### src/hdl/srrw_pkg.sv
// Shared types, constants and defaults for the selective-repeat receive window.
package srrw_pkg;

   localparam int SEQ_SPACE_DEF    = 8;
   localparam int WINDOW_DEF       = 4;
   localparam int PAYLOAD_BITS_DEF = 64;

   localparam int SEQ_W        = 3;
   localparam int DATA_W       = 64;
   localparam int ACK_W        = 3;
   localparam int REQ_TDATA_W  = 72;
   localparam int RSP_TDATA_W  = 72;

   localparam logic KIND_DATA = 1'b0;
   localparam logic KIND_ACK  = 1'b1;

   typedef enum logic [1:0] {
      ST_IDLE,
      ST_DRAIN,
      ST_EMIT,
      ST_ACK
   } state_type;

   typedef struct packed {
      logic wr_en;
      logic rd_en;
   } mem_ctrl_type;

   typedef struct packed {
      logic load;
      logic kind;
      logic last;
   } rsp_load_type;

endpackage

### src/hdl/srrw_slot_mem.sv
// Payload slot memory: one write port, one registered read port.
module srrw_slot_mem #(
   parameter int SEQ_SPACE    = srrw_pkg::SEQ_SPACE_DEF,
   parameter int PAYLOAD_BITS = srrw_pkg::PAYLOAD_BITS_DEF
) (
   input  logic                           clock,
   input  srrw_pkg::mem_ctrl_type         mem_ctrl,
   input  logic [$clog2(SEQ_SPACE)-1:0]   wr_addr,
   input  logic [PAYLOAD_BITS-1:0]        wr_data,
   input  logic [$clog2(SEQ_SPACE)-1:0]   rd_addr,
   output logic [PAYLOAD_BITS-1:0]        rd_data
);
   import srrw_pkg::*;

   logic [PAYLOAD_BITS-1:0] mem [SEQ_SPACE];
   logic [PAYLOAD_BITS-1:0] rd_data_ff;

   always_ff @(posedge clock) begin
      if (mem_ctrl.wr_en) begin
         mem[wr_addr] <= wr_data;
      end
   end

   always_ff @(posedge clock) begin
      if (mem_ctrl.rd_en) begin
         rd_data_ff <= mem[rd_addr];
      end
   end

   assign rd_data = rd_data_ff;

endmodule

### src/hdl/srrw_ctrl.sv
// Window control: base pointer, slot valid bits and the delivery sequencer.
module srrw_ctrl #(
   parameter int SEQ_SPACE = srrw_pkg::SEQ_SPACE_DEF,
   parameter int WINDOW    = srrw_pkg::WINDOW_DEF
) (
   input  logic                           clock,
   input  logic                           reset,
   input  logic                           req_tvalid,
   output logic                           req_tready,
   input  logic [srrw_pkg::SEQ_W-1:0]     seq_num,
   input  logic                           checksum_ok,
   input  logic                           out_free,
   output srrw_pkg::mem_ctrl_type         mem_ctrl,
   output logic [$clog2(SEQ_SPACE)-1:0]   wr_addr,
   output logic [$clog2(SEQ_SPACE)-1:0]   rd_addr,
   output srrw_pkg::rsp_load_type         rsp_load,
   output logic [srrw_pkg::ACK_W-1:0]     ack_num
);
   import srrw_pkg::*;

   localparam int SW = $clog2(SEQ_SPACE);
   localparam int RW = ((SW > SEQ_W) ? SW : SEQ_W) + 1;
   localparam int CW = $clog2(WINDOW + 1);

   state_type               state_ff, state_in;
   logic [SW-1:0]           base_ff, base_in;
   logic [SEQ_SPACE-1:0]    valid_ff, valid_in;
   logic [CW-1:0]           count_ff, count_in;

   logic [RW-1:0]           seq_red;
   logic [SW-1:0]           seq;
   logic [RW-1:0]           offset;
   logic                    in_win;
   logic [SW-1:0]           base_next;
   logic [RW-1:0]           base_wide;

   // seq_num < 8 and SEQ_SPACE >= 2, so three conditional subtracts reduce it
   always_comb begin
      seq_red = RW'(seq_num);
      for (int i = 0; i < 3; i++) begin
         if (seq_red >= RW'(SEQ_SPACE)) begin
            seq_red = seq_red - RW'(SEQ_SPACE);
         end
      end
      seq = seq_red[SW-1:0];
   end

   always_comb begin
      if (seq >= base_ff) begin
         offset = RW'(seq) - RW'(base_ff);
      end else begin
         offset = RW'(seq) + RW'(SEQ_SPACE) - RW'(base_ff);
      end
      in_win = (WINDOW >= SEQ_SPACE) || (offset < RW'(WINDOW));
   end

   assign base_next = (base_ff == SW'(SEQ_SPACE - 1)) ? '0 : base_ff + 1'b1;
   assign base_wide = RW'(base_ff);
   assign ack_num   = base_wide[ACK_W-1:0];
   assign wr_addr   = seq;
   assign rd_addr   = base_ff;

   always_ff @(posedge clock) begin
      if (reset) begin
         state_ff <= ST_IDLE;
         base_ff  <= '0;
         valid_ff <= '0;
         count_ff <= '0;
      end else begin
         state_ff <= state_in;
         base_ff  <= base_in;
         valid_ff <= valid_in;
         count_ff <= count_in;
      end
   end

   always_comb begin
      state_in   = state_ff;
      base_in    = base_ff;
      valid_in   = valid_ff;
      count_in   = count_ff;
      mem_ctrl   = '0;
      rsp_load   = '0;
      req_tready = 1'b0;
      case (state_ff)
         ST_IDLE: begin
            req_tready = 1'b1;
            if (req_tvalid && checksum_ok) begin
               if (in_win && !valid_ff[seq]) begin
                  mem_ctrl.wr_en = 1'b1;
                  valid_in[seq]  = 1'b1;
               end
               if (seq == base_ff) begin
                  count_in = '0;
                  state_in = ST_DRAIN;
               end else begin
                  state_in = ST_ACK;
               end
            end
         end
         ST_DRAIN: begin
            if ((count_ff < CW'(WINDOW)) && valid_ff[base_ff]) begin
               mem_ctrl.rd_en    = 1'b1;
               valid_in[base_ff] = 1'b0;
               base_in           = base_next;
               count_in          = count_ff + 1'b1;
               state_in          = ST_EMIT;
            end else begin
               state_in = ST_ACK;
            end
         end
         ST_EMIT: begin
            if (out_free) begin
               rsp_load.load = 1'b1;
               rsp_load.kind = KIND_DATA;
               rsp_load.last = 1'b0;
               state_in      = ST_DRAIN;
            end
         end
         ST_ACK: begin
            if (out_free) begin
               rsp_load.load = 1'b1;
               rsp_load.kind = KIND_ACK;
               rsp_load.last = 1'b1;
               state_in      = ST_IDLE;
            end
         end
         default: begin
            state_in = ST_IDLE;
         end
      endcase
   end

`ifndef SYNTHESIS
   a_count_bound: assert property (@(posedge clock) disable iff (reset)
      count_ff <= CW'(WINDOW))
      else $error("delivery run exceeded window");

   a_valid_bound: assert property (@(posedge clock) disable iff (reset)
      $countones(valid_ff) <= WINDOW)
      else $error("more buffered slots than window size");

   a_base_moves_in_drain: assert property (@(posedge clock) disable iff (reset)
      (base_ff != $past(base_ff)) |-> ($past(state_ff) == ST_DRAIN))
      else $error("window base moved outside delivery run");

   a_emit_after_drain: assert property (@(posedge clock) disable iff (reset)
      (state_ff == ST_EMIT && $past(state_ff) != ST_EMIT) |->
         ($past(state_ff) == ST_DRAIN && $past(mem_ctrl.rd_en)))
      else $error("delivery without slot read");
`endif

endmodule

### src/hdl/selective_repeat_receive_window.sv
// Selective-repeat ARQ receive window: top level with output word register.
// A packet off the window base goes straight to the ack state, then loads the ack word.
// At the base: per delivered word a slot read, then a load; then the run check, then the ack.
// A new packet is taken only in idle, after the last ack; a corrupt one gets no word.
// The sequencer reads one slot and loads it before the next read; output stalls hold it.
// Reset clears the window base, slot valid bits and output valid; the payload RAM is not cleared.
module selective_repeat_receive_window #(
   parameter int SEQ_SPACE    = srrw_pkg::SEQ_SPACE_DEF,
   parameter int WINDOW       = srrw_pkg::WINDOW_DEF,
   parameter int PAYLOAD_BITS = srrw_pkg::PAYLOAD_BITS_DEF
) (
   input  logic                                clock,
   input  logic                                reset,
   input  logic                                req_tvalid,
   output logic                                req_tready,
   input  logic [srrw_pkg::REQ_TDATA_W-1:0]    req_tdata,  // seq_num[2:0], payload[66:3]
   input  logic                                req_tuser,  // checksum_ok[0]
   output logic                                rsp_tvalid,
   input  logic                                rsp_tready,
   output logic [srrw_pkg::RSP_TDATA_W-1:0]    rsp_tdata,  // data_out[63:0], ack_num[66:64]
   output logic                                rsp_tuser,  // kind[0]
   output logic                                rsp_tlast
);
   import srrw_pkg::*;

   localparam int SW = $clog2(SEQ_SPACE);

   mem_ctrl_type            mem_ctrl;
   rsp_load_type            rsp_load;
   logic [SW-1:0]           wr_addr;
   logic [SW-1:0]           rd_addr;
   logic [PAYLOAD_BITS-1:0] rd_data;
   logic [ACK_W-1:0]        ack_num;
   logic                    out_free;

   logic                    rsp_valid_ff;
   logic                    rsp_kind_ff;
   logic                    rsp_last_ff;
   logic [PAYLOAD_BITS-1:0] rsp_data_ff;
   logic [ACK_W-1:0]        rsp_ack_ff;

   assign out_free = !rsp_valid_ff || rsp_tready;

   srrw_ctrl #(
      .SEQ_SPACE (SEQ_SPACE),
      .WINDOW    (WINDOW)
   ) u_ctrl (
      .clock       (clock),
      .reset       (reset),
      .req_tvalid  (req_tvalid),
      .req_tready  (req_tready),
      .seq_num     (req_tdata[SEQ_W-1:0]),
      .checksum_ok (req_tuser),
      .out_free    (out_free),
      .mem_ctrl    (mem_ctrl),
      .wr_addr     (wr_addr),
      .rd_addr     (rd_addr),
      .rsp_load    (rsp_load),
      .ack_num     (ack_num)
   );

   srrw_slot_mem #(
      .SEQ_SPACE    (SEQ_SPACE),
      .PAYLOAD_BITS (PAYLOAD_BITS)
   ) u_mem (
      .clock    (clock),
      .mem_ctrl (mem_ctrl),
      .wr_addr  (wr_addr),
      .wr_data  (req_tdata[SEQ_W +: PAYLOAD_BITS]),
      .rd_addr  (rd_addr),
      .rd_data  (rd_data)
   );

   always_ff @(posedge clock) begin
      if (reset) begin
         rsp_valid_ff <= 1'b0;
      end else if (rsp_load.load) begin
         rsp_valid_ff <= 1'b1;
      end else if (rsp_tready) begin
         rsp_valid_ff <= 1'b0;
      end
   end

   always_ff @(posedge clock) begin
      if (rsp_load.load) begin
         rsp_kind_ff <= rsp_load.kind;
         rsp_last_ff <= rsp_load.last;
         rsp_data_ff <= (rsp_load.kind == KIND_ACK) ? '0 : rd_data;
         rsp_ack_ff  <= (rsp_load.kind == KIND_ACK) ? ack_num : '0;
      end
   end

   assign rsp_tvalid = rsp_valid_ff;
   assign rsp_tuser  = rsp_kind_ff;
   assign rsp_tlast  = rsp_last_ff;
   assign rsp_tdata  = RSP_TDATA_W'({rsp_ack_ff, DATA_W'(rsp_data_ff)});

endmodule

### config.mk
export PLATFORM = sky130hd
export DESIGN_NAME = selective_repeat_receive_window
export DESIGN_NICKNAME = d
export VERILOG_FILES = /design/src/hdl/srrw_pkg.sv /design/src/hdl/srrw_slot_mem.sv /design/src/hdl/srrw_ctrl.sv /design/src/hdl/selective_repeat_receive_window.sv
export SDC_FILE = /design/constraint.sdc
export NUM_CORES = 1
export LEC_CHECK = 0
export ABC_AREA = 1
export ABC_CLOCK_PERIOD_IN_PS = 7250
export BUFFER_PORTS_ARGS = -buffer_cell sky130_fd_sc_hd__buf_2
export CAP_MARGIN = 30
export CORE_MARGIN = 2
export CORE_UTILIZATION = 60
export CTS_CLUSTER_SIZE = 28
export DETAILED_ROUTE_END_ITERATION = 16
export PLACE_DENSITY = 0.87
export SETUP_SLACK_MARGIN = 0.15
export SLEW_MARGIN = 20
export SYNTH_ARGS = -nofsm -noshare
export SYNTH_HDL_FRONTEND = slang
export SYNTH_SLANG_ARGS = --single-unit
### constraint.sdc
create_clock -name clock -period 7.25 [get_ports clock]
set_input_delay 0.725 -clock clock [delete_from_list [all_inputs] [get_ports clock]]
set_output_delay 0.725 -clock clock [all_outputs]
set_load 0.005 [all_outputs]
==> impl_metrics.yaml <==
timing:
  drv_slew: 0
  skew_ps: 23.2
  fin_setup_tns_ps: 0
  min_period_ps: 4380
  finalHoldViolCount: 0
  fin_ws_ps: 2870
  rsz0062_at_grt: "false"
  fin_crit_sh_pct: 60.4
  worst_pin_slew_ps: 949
  slew_headroom_pct: 36.8
  fmax_ghz: 0.228
  hold-worst-slack_ps: 338
  finalSetupViolCount: 0
floorplanning:
  rows: 73
  io_pins: 153
  core-area_mm2: 0.0398
  die_x_um: 205
  dieArea_mm2: 0.0422
  die_height_um: 205
  start_util_pct: 61.1
routing:
  drt-initial-drc-count: 1677
  vias: 14278
  routedWlPerCell_um: 23.2
  finalWirelength_mm: 54.7
  drc: 0
  vias_per_cell: 6.04
  drt_first_pass_iters: 5
  postRouteAntennaNets: 0
setup_path:
  crit_path_start_kind: "register"
  cp.required_ps: 7480
  crit-reg2reg-capture: "u_mem.mem[6][37]"
  path_class: "reg2reg"
  crit_arrival_ps: 4610
  rr_worst_depth: 12
  reg2reg_slack_ps: 2870
  rr_startpoint: "u_ctrl.ack_num[1]"
  critPathMaxFanout: 43
  end_kind: "register"
synthesis:
  synth_seq_cells: 661
  avgSynthCellArea_um2: 15.0
  ys_warn_count: 0
  postSynthCellCount: 1616
  synth_area_mm2: 0.0243
  seq_area_frac_synth_pct: 80.9
  synth_cell_types: 38
run:
  drv_cap: 0
cells_and_area:
  final_area_mm2: 0.0278
  regArea_mm2: 0.0197
  nets: 1864
  fillers: 2385
  drive_gt1_share_pct: 16.1
  multiInputGateArea_mm2: 0.00389
  area_delta_synth_final_pct: 14.4
clocking:
  cts.sinks: 661
  ctsHoldBuffers: 0
  clk_pin_slew_worst_paths_ps: 60
  post_cts_buffers: 0
  cts_tree: "done"
  ctsLongestPathBuffers: 3
  htreeDepth: 2
  clock-root-buffer: "clkbuf_16"
  cts_buffers: 60
  ctsResizeCount: 0
  clkLatencyLatePin_ps: 610
grt:
  grt_pass1_wl_mm: 81.7
  grt_start_max_net_pins: 70
  grt_pass1_vias: 14551
  antenna_found_initial: 16
  grt_overflow: 0
  grt_util_all_layers_pct: 26.1
placement:
  dpl_worst_slack_ps: 2550
  io_buffers: 142
  postPlaceCellArea_mm2: 0.0257
  dp_hpwl_mm: 29.2
  gp_congestion: 0.883
min_path:
  worstHoldEndpoint: "rsp_tvalid"
  hold_path.class: "in2reg"
  holdCritStartpoint: "reset"
  holdPathStages: 2
pwr:
  ir_drop_mv: 0.209
  power_leakage_uw: 0.00978
  powerDensity_mw_per_mm2: 286
outcome:
  status: "completed"
## cell type report
cell class	count	area share, %
repair buffers	168	3.63
multi-input cells	756	14.0
clock buffers	74	5.74
flip-flops and latches	661	70.7
inverters	133	1.81
well taps	525	2.36
clock inverters	38	1.65
diodes	8	0.0720
## logic make-up after synthesis
group	after synthesis	share of synthesized area, %
other	1	0.0154
DFF	661	80.9
adders and majority gates	7	0.391
AOI/OAI and AO/OA	167	5.22
and+or+nand+nor	577	9.95
buffers and inverters	203	3.49
## synth_stat cells
| cell | count | share of area, % |
|---|---|---|
| a2111oi_0 | 1 | 0.036 |
| a21oi_1 | 21 | 0.43 |
| a221oi_1 | 53 | 1.9 |
| a22o_1 | 7 | 0.25 |
| a22oi_1 | 59 | 1.8 |
| a31oi_1 | 6 | 0.15 |
| and3_1 | 2 | 0.051 |
| buf_1 | 6 | 0.093 |
| buf_2 | 29 | 0.60 |
| buf_4 | 11 | 0.34 |
| buf_6 | 1 | 0.046 |
| clkbuf_1 | 23 | 0.36 |
| conb_1 | 1 | 0.015 |
| dfxtp_1 | 17 | 1.4 |
| edfxtp_1 | 644 | 80 |
| fa_1 | 1 | 0.082 |
| ha_1 | 6 | 0.31 |
| inv_1 | 122 | 1.9 |
| inv_2 | 10 | 0.15 |
| inv_4 | 1 | 0.026 |
| nand2_1 | 366 | 5.6 |
| nand2_2 | 1 | 0.026 |
| nand2_4 | 1 | 0.046 |
| nand3_1 | 16 | 0.33 |
| nand3_2 | 1 | 0.041 |
| nand3_4 | 1 | 0.072 |
| nand3b_1 | 3 | 0.093 |
| nand4_1 | 63 | 1.6 |
| nor2_1 | 117 | 1.8 |
| nor2_2 | 2 | 0.051 |
| nor2_4 | 3 | 0.14 |
| o2111a_1 | 5 | 0.23 |
| o21a_1 | 1 | 0.031 |
| o21ai_0 | 10 | 0.21 |
| o21ai_4 | 1 | 0.067 |
| o21bai_1 | 1 | 0.031 |
| o22ai_1 | 2 | 0.051 |
| or2_1 | 1 | 0.026 |
## power by group
part / total (uW) / switching [uW] / internal, uW
combinational: 369 / 254 / 115
clock: 3280 / 1360 / 1920
sequential: 4310 / 26.9 / 4290
total: 7960 / 1640 / 6320
## layer usage
layer	up-vias	share of wire (%)	routed length, um	global-route usage, %
met5	-	0.17	93	0
met4	16	3.1	1720	11.7
met3	161	10	5500	5.64
met2	922	50	27100	43.8
met1	6959	37	20300	32.9
li1	6220	-	-	-
## critical path: stages (launching register included)
cell	delay [ps]
dfxtp_1	460
inv_2	110
ha_1	330
inv_1	50
o21bai_1	160
fa_1	440
nor2_1	110
nand2_1	80
nor2_1	90
nand2_1	100
or2_1	510
nor2_4	770
buf_4	760
## through the flow
step                      instances  power (uW)  utilization (%)
after floorplan                1620        4590                -
after global placement         2237        4730             64.3
after detailed placement       2242        4750             64.6
after CTS                      2354        7980             69.7
after global routing           2361        8160             69.8
final                          2363        7960             69.9
## cell usage in the layout (no fill, tap or decap), types with 16 or more instances in the layout
master and n:
edfxtp_1 644, nand2_1 366, buf_2 142, inv_1 120, nor2_1 105, nand4_1 63, clkbuf_16 62, a22oi_1 59
a221oi_1 53, a21oi_1 21, buf_4 20, dfxtp_1 17, nand3_1 16
## how the worst max path moves through the flow
| stage | start | end | slack (ps) | cells after the start |
|---|---|---|---|---|
| final | u_ctrl.ack_num[1] | u_mem.mem[6][37] | 2870 | 12 |
| after floorplan | req_tdata[1] | u_mem.mem[0][0] | 1780 | 11 |
| after CTS | u_ctrl.ack_num[1] | u_mem.mem[2][58] | 2870 | 12 |
| after global placement | req_tdata[1] | u_mem.mem[2][33] | 2680 | 12 |
| after detailed placement | req_tdata[1] | u_mem.mem[2][41] | 2550 | 12 |
| after global routing | u_ctrl.ack_num[1] | u_mem.mem[2][36] | 2590 | 12 |
## flip-flops by register name, summed over array words and instances, names as in the netlist
name and cells:
rsp_data_ff 64, u_ctrl.state_ff 2, rsp_tuser 1, rsp_ack_ff 3, u_ctrl.valid_ff 8, u_ctrl.count_ff 3
rsp_tvalid 1, u_ctrl.ack_num 3, u_mem.rd_data 64, u_mem.mem 512
(Power assumes the default switching activity.)
